$ cat config.mk
export PLATFORM = sky130hd
export DESIGN_NAME = next_odd_prime_search_unit
export DESIGN_NICKNAME = d
export VERILOG_FILES = /design/src/rtl/core/nops_pkg.sv /design/src/rtl/core/nops_rem.sv /design/src/rtl/core/next_odd_prime_search_unit.sv
export SDC_FILE = /design/constraint.sdc
export NUM_CORES = 1
export LEC_CHECK = 0
export BUFFER_PORTS_ARGS = -buffer_cell sky130_fd_sc_hd__buf_4
export CELL_PAD_IN_SITES_DETAIL_PLACEMENT = 0
export CELL_PAD_IN_SITES_GLOBAL_PLACEMENT = 1
export CORE_MARGIN = 10
export CORE_UTILIZATION = 35
export DETAILED_ROUTE_END_ITERATION = 12
export HOLD_SLACK_MARGIN = 0.1
export PLACE_DENSITY = 0.67
export SYNTH_ARGS = -nofsm -noshare
export SYNTH_HDL_FRONTEND = slang
export SYNTH_SLANG_ARGS = --single-unit
$ cat constraint.sdc
create_clock -name i_clk -period 5.1 [get_ports i_clk]
set_input_delay 0.255 -clock i_clk [delete_from_list [all_inputs] [get_ports i_clk]]
set_output_delay 0.255 -clock i_clk [all_outputs]
set_load 0.02 [all_outputs]
$ cat src/rtl/core/nops_pkg.sv
// Shared widths, constants and types for the next odd prime search unit.
package nops_pkg;

    localparam int WIDTH   = 31;
    localparam int SQ_W    = WIDTH + 1;
    localparam int TDATA_W = ((WIDTH + 7) / 8) * 8;
    localparam int CNT_W   = $clog2(WIDTH);

    localparam logic [WIDTH-1:0] TOP_VALUE = {WIDTH{1'b1}};
    localparam logic [WIDTH-1:0] D_FIRST   = WIDTH'(3);
    localparam logic [SQ_W-1:0]  SQ_FIRST  = SQ_W'(9);

    // Result of one remainder pass.
    typedef struct packed {
        logic done;
        logic zero;
    } t_rem_res;

endpackage

$ cat src/rtl/core/nops_rem.sv
// Bit-serial restoring remainder unit: one dividend bit per cycle.
module nops_rem
    import nops_pkg::*;
(
    input  logic             i_clk,
    input  logic             i_rst_n,
    input  logic             i_start,
    input  logic [WIDTH-1:0] i_dividend,
    input  logic [WIDTH-1:0] i_divisor,
    output t_rem_res         o_res
);

    logic             r_busy;
    logic             r_done;
    logic             r_zero;
    logic [CNT_W-1:0] r_cnt;
    logic [WIDTH-1:0] r_dvd;
    logic [WIDTH-1:0] r_rem;
    logic [WIDTH-1:0] r_div;
    logic [WIDTH:0]   n_trial;
    logic [WIDTH-1:0] n_rem;

    // Bring in the next dividend bit and subtract the divisor if it fits.
    always_comb begin
        n_trial = {r_rem, r_dvd[WIDTH-1]};
        if (n_trial >= {1'b0, r_div}) begin
            n_trial = n_trial - {1'b0, r_div};
        end
        n_rem = n_trial[WIDTH-1:0];
    end

    always_ff @(posedge i_clk) begin
        if (!i_rst_n) begin
            r_busy <= 1'b0;
            r_done <= 1'b0;
        end else begin
            r_done <= 1'b0;
            if (i_start) begin
                r_busy <= 1'b1;
            end else if (r_busy && r_cnt == '0) begin
                r_busy <= 1'b0;
                r_done <= 1'b1;
            end
        end
    end

    always_ff @(posedge i_clk) begin
        if (i_start) begin
            r_dvd <= i_dividend;
            r_div <= i_divisor;
            r_rem <= '0;
            r_cnt <= CNT_W'(WIDTH - 1);
        end else if (r_busy) begin
            r_dvd <= {r_dvd[WIDTH-2:0], 1'b0};
            r_rem <= n_rem;
            r_cnt <= r_cnt - CNT_W'(1);
            r_zero <= (n_rem == '0);
        end
    end

    assign o_res.done = r_done;
    assign o_res.zero = r_zero;

endmodule

$ cat src/rtl/core/next_odd_prime_search_unit.sv
// Top level: next odd prime at or above a start value, by trial division.
// Each trial divisor takes one bound check plus a bit-serial remainder.
// A candidate k is tried against odd divisors from three up to sqrt(k).
// One item is searched at a time; a new start value is taken once the search is done,
// even while the previous result still waits on the output register.
// Reset (synchronous, active low) returns the sequencer to idle and empties the output.
module next_odd_prime_search_unit
    import nops_pkg::*;
(
    input  logic               i_clk,
    input  logic               i_rst_n,
    input  logic               i_s_tvalid,
    output logic               o_s_tready,
    input  logic [TDATA_W-1:0] i_s_tdata,   // [WIDTH-1:0] start_value, rest zero
    output logic               o_m_tvalid,
    input  logic               i_m_tready,
    output logic [TDATA_W-1:0] o_m_tdata,   // [WIDTH-1:0] prime_value, rest zero
    output logic               o_m_tuser    // [0] overflow
);

    typedef enum logic [4:0] {
        S_IDLE  = 5'b00001,
        S_CHECK = 5'b00010,
        S_DIV   = 5'b00100,
        S_NEXT  = 5'b01000,
        S_FIN   = 5'b10000
    } t_state;

    t_state           r_state;
    logic [WIDTH-1:0] r_k;
    logic [WIDTH-1:0] r_d;
    logic [SQ_W-1:0]  r_sq;
    logic [WIDTH-1:0] r_res_val;
    logic             r_res_ovf;
    logic             r_out_valid;
    logic [WIDTH-1:0] r_out_val;
    logic             r_out_ovf;
    logic             rem_start;
    t_rem_res         rem_res;
    logic             s_acc;
    logic             out_free;

    assign o_s_tready = (r_state == S_IDLE);
    assign s_acc      = i_s_tvalid && o_s_tready;
    assign out_free   = !r_out_valid || i_m_tready;
    assign rem_start  = (r_state == S_CHECK) && (r_k != WIDTH'(1))
                        && ({1'b0, r_k} >= r_sq);

    nops_rem u_rem (
        .i_clk      (i_clk),
        .i_rst_n    (i_rst_n),
        .i_start    (rem_start),
        .i_dividend (r_k),
        .i_divisor  (r_d),
        .o_res      (rem_res)
    );

    always_ff @(posedge i_clk) begin
        if (!i_rst_n) begin
            r_state <= S_IDLE;
        end else begin
            unique case (r_state)
                S_IDLE: begin
                    if (s_acc) begin
                        r_state <= S_CHECK;
                    end
                end
                S_CHECK: begin
                    if (r_k == WIDTH'(1)) begin
                        r_state <= S_NEXT;
                    end else if ({1'b0, r_k} < r_sq) begin
                        r_state <= S_FIN;
                    end else begin
                        r_state <= S_DIV;
                    end
                end
                S_DIV: begin
                    if (rem_res.done) begin
                        r_state <= rem_res.zero ? S_NEXT : S_CHECK;
                    end
                end
                S_NEXT: begin
                    r_state <= (r_k == TOP_VALUE) ? S_FIN : S_CHECK;
                end
                S_FIN: begin
                    if (out_free) begin
                        r_state <= S_IDLE;
                    end
                end
                default: r_state <= S_IDLE;
            endcase
        end
    end

    // Divisor and divisor square advance together; a new candidate restarts both.
    always_ff @(posedge i_clk) begin
        unique case (r_state)
            S_IDLE: begin
                r_k  <= i_s_tdata[WIDTH-1:0] | WIDTH'(1);
                r_d  <= D_FIRST;
                r_sq <= SQ_FIRST;
            end
            S_CHECK: begin
                if (r_k != WIDTH'(1) && {1'b0, r_k} < r_sq) begin
                    r_res_val <= r_k;
                    r_res_ovf <= 1'b0;
                end
            end
            S_DIV: begin
                if (rem_res.done && !rem_res.zero) begin
                    r_d  <= r_d + WIDTH'(2);
                    r_sq <= r_sq + ({1'b0, r_d} << 2) + SQ_W'(4);
                end
            end
            S_NEXT: begin
                if (r_k == TOP_VALUE) begin
                    r_res_val <= '0;
                    r_res_ovf <= 1'b1;
                end else begin
                    r_k  <= r_k + WIDTH'(2);
                    r_d  <= D_FIRST;
                    r_sq <= SQ_FIRST;
                end
            end
            S_FIN: begin
            end
            default: begin
            end
        endcase
    end

    always_ff @(posedge i_clk) begin
        if (!i_rst_n) begin
            r_out_valid <= 1'b0;
        end else if (r_state == S_FIN && out_free) begin
            r_out_valid <= 1'b1;
        end else if (i_m_tready) begin
            r_out_valid <= 1'b0;
        end
    end

    always_ff @(posedge i_clk) begin
        if (r_state == S_FIN && out_free) begin
            r_out_val <= r_res_val;
            r_out_ovf <= r_res_ovf;
        end
    end

    assign o_m_tvalid = r_out_valid;
    assign o_m_tdata  = TDATA_W'(r_out_val);
    assign o_m_tuser  = r_out_ovf;

endmodule

[Word level (Yosys, flattened, before mapping)]
Index checks and enable logic that the tools add are counted.
Storage, ports and cells
  bits in registers: 265
  bits in latches: 0
  RAM bits: 0
  ROM bits: 0
  output and inout port bits: 35
  logic and storage cells: 96
  memories kept: 0
Cells by class
  add/sub/neg operators: 6
  $mul: 0
  divide/modulo/power cells: 0
  order comparisons: 3
  eq/ne operators: 15
  shift-type cells: 0
  mux-type cells: 30
  bitwise logic cells: 2
  reduce and logical (&&, ||, !) cells: 24
Operators by type and width (count)
  31-bit 2-to-1 mux: 8
  31-bit case mux with 2 select lines: 2
  32-bit case mux with 3 select lines: 1
  31-bit case mux with 3 select lines: 1
  32-bit 2-to-1 mux: 2
  31-bit by 2-bit adder with 31-bit output (second input constant): 2
  32-bit by 3-bit adder with 32-bit output (second input constant): 1
  32-bit adder: 1
  31-bit by 32-bit greater-or-equal comparator with 1-bit output: 1
  32-bit by 31-bit greater-or-equal comparator with 1-bit output: 1
  31-bit by 32-bit less-than comparator with 1-bit output: 1
  31-bit by 1-bit == test with 1-bit output (second input constant): 1
  31-bit == test (second input constant): 1
  31-bit logical NOT: 1
  31-bit by 1-bit inequality test with 1-bit output (second input constant): 1
  31-bit subtractor: 1
  5-bit 2-to-1 mux: 6
  5-bit case mux with 5 select lines: 1
  2-bit nonzero test: 5
  3-bit AND reduction: 3
  2-bit inequality test (second input constant): 4
  1-bit logical AND: 7
  1-bit 2-to-1 mux: 7
  2-bit by 1-bit inequality test with 1-bit output (second input constant): 3
  other kinds (15): 18

[Logic depth before layout (Yosys ltp)]
Gate-level depths: netlist of run 1.
  depth in word-level cells: 5
  mapped depth: 14

[Cells and area by module]
Synthesis of run 1 repeated with hierarchy kept, for this count alone.
Unflattened totals
  cell total of the unflattened synthesis: 1445
  area, all modules: 15257.1 um2
By module, submodules not included
  next_odd_prime_search_unit: times used 1, cells each 870, area each 9359.0 um2, sequential area each 4714.5 um2
  nops_rem: times used 1, cells each 575, area each 5898.2 um2, sequential area each 2652.5 um2

[Worst setup path before layout of run 1]
No wires, ideal clock.
  kind: register to register
  start: register r_k[3]
  end: register r_d[10], enable pin
  library setup time: 477 ps
  data arrival time: 4111 ps
  path slack: 513 ps
  cell stages (with the launch flop): 9
  buffers on the path: 1
  cells stage by stage: edfxtp_1 > clkbuf_1 > and4_1 > and3_1 > nand4_1 > nor2_1 > and3_1 > and4_1 > nor2_1
Between the ends
  longest elaborated chain between the ends: 3
RTL lines
  start, declared: line next_odd_prime_search_unit.sv:30  | logic [WIDTH-1:0] r_k;
  start signal, assigned: line next_odd_prime_search_unit.sv:99  | r_k <= i_s_tdata[WIDTH-1:0] | WIDTH'(1);
  start signal, assigned: line next_odd_prime_search_unit.sv:120  | r_k <= r_k + WIDTH'(2);
  31-bit == test: line next_odd_prime_search_unit.sv:116  | if (r_k == TOP_VALUE) begin
  2-bit inequality test (no source line)
  3-bit AND reduction (no source line)
  end signal, assigned: line next_odd_prime_search_unit.sv:111  | r_d <= r_d + WIDTH'(2);
  end, declared: line next_odd_prime_search_unit.sv:31  | logic [WIDTH-1:0] r_d;
No other way between the ends.
A chain may end at the register's enable or synchronous reset.

[Final worst setup path of run 1]
  start: register r_k[3]
  end: register u_rem.r_rem[5]
Between the ends
  longest elaborated chain between the ends: 3
  elaborated cells between the ends (all ways): 4
  those cells by class: 1 x order compare; 1 x eq/ne; 2 x reduce/logical
RTL lines
  parallel branches: the longest is 2 deep, another holds 31-bit by 32-bit greater-or-equal comparator with 1-bit output
  1-bit logical AND (*): line next_odd_prime_search_unit.sv:47  | && ({1'b0, r_k} >= r_sq);
  end signal, assigned: line nops_rem.sv:55  | r_rem <= n_rem;
  end, declared: line nops_rem.sv:18  | logic [WIDTH-1:0] r_rem;
Mark *: on every way between the ends.

==> results of run 1 <==
[metrics by stage]
step | utilization [%] | instances | power [mW] | setup WS (ns) | instance area (µm²)
floorplan | - | 1441 | 4.88 | 0.513 | 15100
global placement | 37.9 | 2057 | 5.57 | 1.19 | 16200
detailed placement | 37.9 | 2057 | 5.58 | 1.13 | 16200
CTS | 41.3 | 2146 | 8.05 | 1.11 | 17700
global route | 41.3 | 2146 | 8.50 | 0.826 | 17700
finish | 41.3 | 2147 | 8.00 | 1.10 | 17700
[cell usage in the layout (no fill, tap or decap), types with 26 or more instances in the layout]
| cell | instances |
|---|---|
| xnor2_1 | 43 |
| dlygate4sd3_1 | 33 |
| mux2_2 | 35 |
| clkbuf_16 | 31 |
| nand4_1 | 30 |
| nor2_1 | 144 |
| dfxtp_1 | 43 |
| xor2_1 | 60 |
| nand3_1 | 34 |
| edfxtp_1 | 215 |
| a211oi_1 | 26 |
| a21oi_1 | 74 |
| and2_1 | 34 |
| o21ai_0 | 70 |
| nand2_1 | 121 |
| inv_1 | 84 |
| ha_1 | 119 |
| buf_4 | 80 |
[where the power goes]
part	total [mW]	switching, mW	internal [mW]
logic	2.69	1.59	1.09
clock network	2.41	0.913	1.50
registers	2.90	0.325	2.58
total	8.00	2.83	5.17
[sequential cells by signal, indices dropped and copies added, names as in the netlist, 5 cells and up]
register	flops
r_k	30
u_rem.r_cnt	5
u_rem.r_div	30
r_d	30
u_rem.r_rem	31
r_out_val	31
r_res_val	31
u_rem.r_dvd	31
r_sq	29
r_state	5
[worst max-delay path by stage]
stage | start | end | slack (ns) | cells after the start
after detailed placement | r_k[17] | u_rem.r_div[11] | 1.13 | 9
after global routing | r_k[3] | u_rem.r_rem[5] | 0.83 | 12
after floorplan | r_k[3] | r_d[10] | 0.51 | 8
after global placement | r_k[3] | u_rem.r_rem[5] | 1.19 | 12
after CTS | r_k[3] | u_rem.r_rem[5] | 1.11 | 12
final | r_k[3] | u_rem.r_rem[5] | 1.10 | 12
[layer usage]
layer  vias to the layer above  global-route usage [%]
met3                        47                    1.69
met4                         0                    3.12
met1                      5337                    20.5
met2                       139                    23.0
met5                         -                       0
li1                       5470                       -
[final cells by class]
| class | instances | share of cell area (%) |
|---|---|---|
| sequential | 259 | 41.5 |
| tap | 585 | 4.14 |
| multi-input combinational | 1048 | 41.0 |
| antenna | 1 | 0.0141 |
| inverter | 85 | 1.80 |
| timing repair buffer | 113 | 5.26 |
| clock inverter | 21 | 1.74 |
| clock buffer | 35 | 4.58 |
[cell usage after synthesis (20+ instances only)]
cell and number:
a21o_1 20, xnor2_1 43, clkbuf_1 42, edfxtp_1 215
xor2_1 60, mux2_2 35, dfxtp_1 44, nand2_1 121
nor2_1 146, o21ai_0 70, inv_1 84, and2_1 34
nand4_1 30, a21oi_1 76, nand3_1 34, a211oi_1 26
ha_1 119
[what timing repair did]
| item | CTS | global route |
|---|---|---|
| hold buffers | 33 | 0 |
| endpoints found under the setup margin | 0 | 0 |
| hold endpoints to repair | 36 | 0 |
| resized for setup | 0 | 0 |
[cells by family (layout without fill, tap and decap cells)]
kind of cell    after synthesis  count (layout)  synth area share, %
other cells                   1               2               0.0249
buf+inv                     134             254                 3.51
simple gates                478             478                 15.4
fa+ha+maj                   121             121                 10.1
compound gates              291             291                 12.4
mux                          54              54                 3.87
flops                       259             259                 48.6
xor+xnor                    103             103                 5.98
[tightest hold or removal path, delay by kind of cell]
family	cells	cell delay (ns)
AND/OR/NAND/NOR	4	0.37
buffers and inverters	1	0.11
AO/OA/AOI/OAI	1	0.07
==> results.toml, run 1 <==
[outcome]
status = "finished clean"

[final_layout]
seq_area_mm2 = 0.00734
n_fill_cell = 4196
multi_input_area_mm2 = 0.00725
final_nets = 1694
layout-drive-gt1-share_pct = 11.9
area_delta_synth_final_pct = 17.3

[job]
cap_violations = 0

[synth]
syn_avg_cell_area_um2 = 10.5
synth_edf_count = 215
synth-seq-cells = 259
synth_top_area_cell = "edfxtp_1"
synth_ff_type = "edfxtp_1"
yosysSeqAreaShare_pct = 48.6
async_reset_ff_share_pct = 0
synth.area.top_cells = "edfxtp_1 43%, ha_1 9.9%, dfxtp_1 5.8%, nor2_1 3.6%, xor2_1 3.5%"
synthCells = 1441
ys_warn_count = 0
syn-num-nets = 1598
synth_area_mm2 = 0.0151
synthDistinctLibCells = 70
synth_top_area_share_pct = 42.8

[critical_path]
crit_path_start_kind = "register"
slowest_stage = "o41ai_1"
required_ns = 5.57
r2r_slack_ns = 1.10
ff2ff_path_depth = 12
cpMostUsedCell = "o21a_1"
crit_type = "register to register"
crit_chain = "ha_1 -> o21a_1 -> o21a_1 -> o21a_1 -> o21a_1 -> o21ai_0 -> a31oi_1 -> o41ai_1 -> a21oi_4 -> buf_4 -> buf_4 -> a311oi_1"
cp.arrival_ns = 4.47
timing.rr.end = "u_rem.r_rem[5]"
endpoint_kind = "register"
critPathMaxStageDelay_ns = 0.69
path_buf_inv = 2
reg2reg_from = "r_k[3]"
crit_family = "compound AO/OA/AOI/OAI gates"
path_max_fanout = 58

[sta]
hold_violations = 0
min_period_ns = 4.00
clock_skew_ns = 0.0144
max_freq_mhz = 250
setup_viol = 0
rsz0062_at_grt = "no"
slew_violations = 0
whs_ns = 0.279
worstMarginPinSlew_ns = 0.912
fin_crit_sh_pct = 78.4
finalSetupTns_ns = 0
slew_headroom_pct = 38.9

[clocking]
clock_sinks = 259
cts_tree = "done"
post_cts_buffers = 0
clk_latency_ns = 0.57
cts_buffer_depth = 3
clockRootBuffer = "clkbuf_16"
cts_buffers = 30
path_clk_slew_ns = 0.06
cts_htree_levels = 1

[drt]
wl_met2_um = 16900
drt_wl_total_um = 37200
ant_nets = 0
first_iter_violations = 708
viasPerCell = 5.12
drc = 0
m1WireLength_um = 18500
met3_length_um = 1110
wire_per_inst_um = 17.3
top_layer_used = "met4"
num_vias = 11000
firstDrtPassIters = 4

[power_and_ir_drop]
power_density_mw_per_mm2 = 452
irDropWorstVdd_mv = 0.321
p_leak_nw = 6.86

[grt]
overflow = 0
grt_pass1_wl_um = 60100
antenna_found_initial = 0
first_global_vias = 10900
grt_max_degree = 90
gr-usage-all-layers_pct = 14.4

[placed_design]
port_buffers = 67
post-dp-hpwl_um = 27100
place_congestion = 0.869

[floorplanning]
core_area_mm2 = 0.0429
die_w_um = 228
dieArea_mm2 = 0.0518
rows = 76
start_util_pct = 35.2
ios = 71
die_h_um = 228

[worst_hold_path]
holdPathEnd = "r_state[1]"
worstHoldStart = "i_s_tvalid"
whs_path_depth = 6
holdCritPathClass = "primary input to register"
(Power assumes the default switching activity.)
==> inputs of run 2 (changes only) <==
- PLACE_DENSITY: 0.67 -> 0.69
- clock period: 5.1 -> 3.4 ns (I/O delays scaled with it)
==> results.toml, run 2 (same netlist as run 1, synthesis figures left out) <==
[outcome]
status = "finished clean"

[grt]
gr-usage-all-layers_pct = 14.6
grt_pass1_wl_um = 60700
antenna_found_initial = 0
grt_max_degree = 90
overflow = 0
grt.busiest_layer = "met2"
use_met3_pct = 1.76
first_global_vias = 11100
grt.met1_usage_pct = 21.3
met2_usage_pct = 22.6

[power_and_ir_drop]
power_density_mw_per_mm2 = 672
p_leak_nw = 7.21
switching_share_pct = 35.3
internal_power_mw = 7.96
p_clk_share_pct = 27.0
power_frac_comb_pct = 38.3
switching_power_mw = 4.34
power_frac_seq_pct = 34.7
totalPowerFinal_mw = 12.3
irDropWorstVdd_mv = 0.380

[critical_path]
crit_type = "register to register"
ff2ff_path_depth = 11
critPathCapture = "u_rem.r_zero"
reg2reg_from = "u_rem.r_div[1]"
crit_start = "u_rem.r_div[1]"
r2r_slack_ns = 0.16
crit_path_start_kind = "register"
timing.rr.end = "u_rem.r_zero"
required_ns = 3.79
cp.arrival_ns = 3.63
endpoint_kind = "register"
path_max_fanout = 3

[sta]
whs_ns = 0.226
setup_viol = 0
max_freq_mhz = 309
fin_crit_sh_pct = 95.2
min_period_ns = 3.24
fin_ws_ns = 0.163
finalSetupTns_ns = 0
clock_skew_ns = 0.0190
worstMarginPinSlew_ns = 0.754
slew_violations = 0
hold_violations = 0
slew_headroom_pct = 49.7

[placed_design]
post-dp-hpwl_um = 28100
place_congestion = 0.884
place_area_mm2 = 0.0168
port_buffers = 67
dp_slack_ns = 0.0696
dp.cells = 2118

[floorplanning]
die_h_um = 228
core_area_mm2 = 0.0429
dieArea_mm2 = 0.0518
ios = 71
die_w_um = 228
start_util_pct = 35.2
rows = 76

[worst_hold_path]
worstHoldStart = "i_s_tvalid"
holdCritPathClass = "primary input to register"
whs_path_depth = 6

[clocking]
clk_latency_ns = 0.56
clock_sinks = 259
clockRootBuffer = "clkbuf_16"
cts_buffers = 29
path_clk_slew_ns = 0.06
cts_tree = "done"
cts_buffer_depth = 3
cts_htree_levels = 1

[drt]
first_iter_violations = 787
num_vias = 11400
drc = 0
wire_per_inst_um = 17.2
firstDrtPassIters = 4
viasPerCell = 5.14
drt_wl_total_um = 38100
ant_nets = 0

[final_layout]
final_area_mm2 = 0.0183
utilization_pct = 42.7
layout_commonest_cell = "edfxtp_1"
layout-drive-gt1-share_pct = 16.4
diodes = 0
area_delta_synth_final_pct = 21.3
layout_common_cells = "215 x edfxtp_1, 144 x nor2_1, 144 x buf_4"
stdcell_count = 2215
final_nets = 1765

[job]
cap_violations = 0
run 2: layout make-up:
class / instances / area [µm²]
inverters: 85 / 319
well taps: 585 / 732
repair buffers: 185 / 1550
multi-input cells: 1048 / 7350
clock buffers: 40 / 817
flip-flops and latches: 259 / 7340
fillers: 4115 / 24600
clock inverters: 13 / 194
run 2: timing repair:
| action | CTS | global route |
|---|---|---|
| hold buffers | 33 | 0 |
| endpoints found under the hold margin | 38 | 0 |
| endpoints found under the setup margin | 0 | 75 |
| buffers inserted | 0 | 11 |
| resized for setup | 0 | 26 |
run 2: power groups by stage:
| stage | Combinational [mW] | Clock, mW | Sequential (mW) |
|---|---|---|---|
| floorplan | 3.09 | 0 | 4.22 |
| global placement | 4.31 | 0 | 4.31 |
| detailed placement | 4.33 | 0 | 4.32 |
| CTS | 4.40 | 3.39 | 4.26 |
| global route | 5.20 | 3.51 | 4.31 |
| finish | 4.71 | 3.32 | 4.27 |
run 2: worst min path at each step:
stage	endpoint
CTS	r_state[1]
finish	r_state[1]
global placement	r_out_val[13]
detailed placement	r_out_val[11]
global route	r_state[1]
floorplan	r_state[0]
run 2: routing by layer:
| layer | vias to the layer above | part of all wire, % |
|---|---|---|
| met5 | - | 0 |
| met4 | 0 | 1.8 |
| met3 | 41 | 3.4 |
| met2 | 162 | 45 |
| met1 | 5548 | 50 |
| li1 | 5625 | - |
run 2: critical path, stage by stage, from the launching register on:
cell	delay, ns
edfxtp_1	0.34
inv_2	0.06
fa_2	0.42
a21o_1	0.19
a21oi_1	0.20
xnor2_1	0.10
or4_1	0.46
or3_1	0.35
or4_4	0.45
nor3_4	0.21
a21oi_1	0.10
nor4_2	0.20
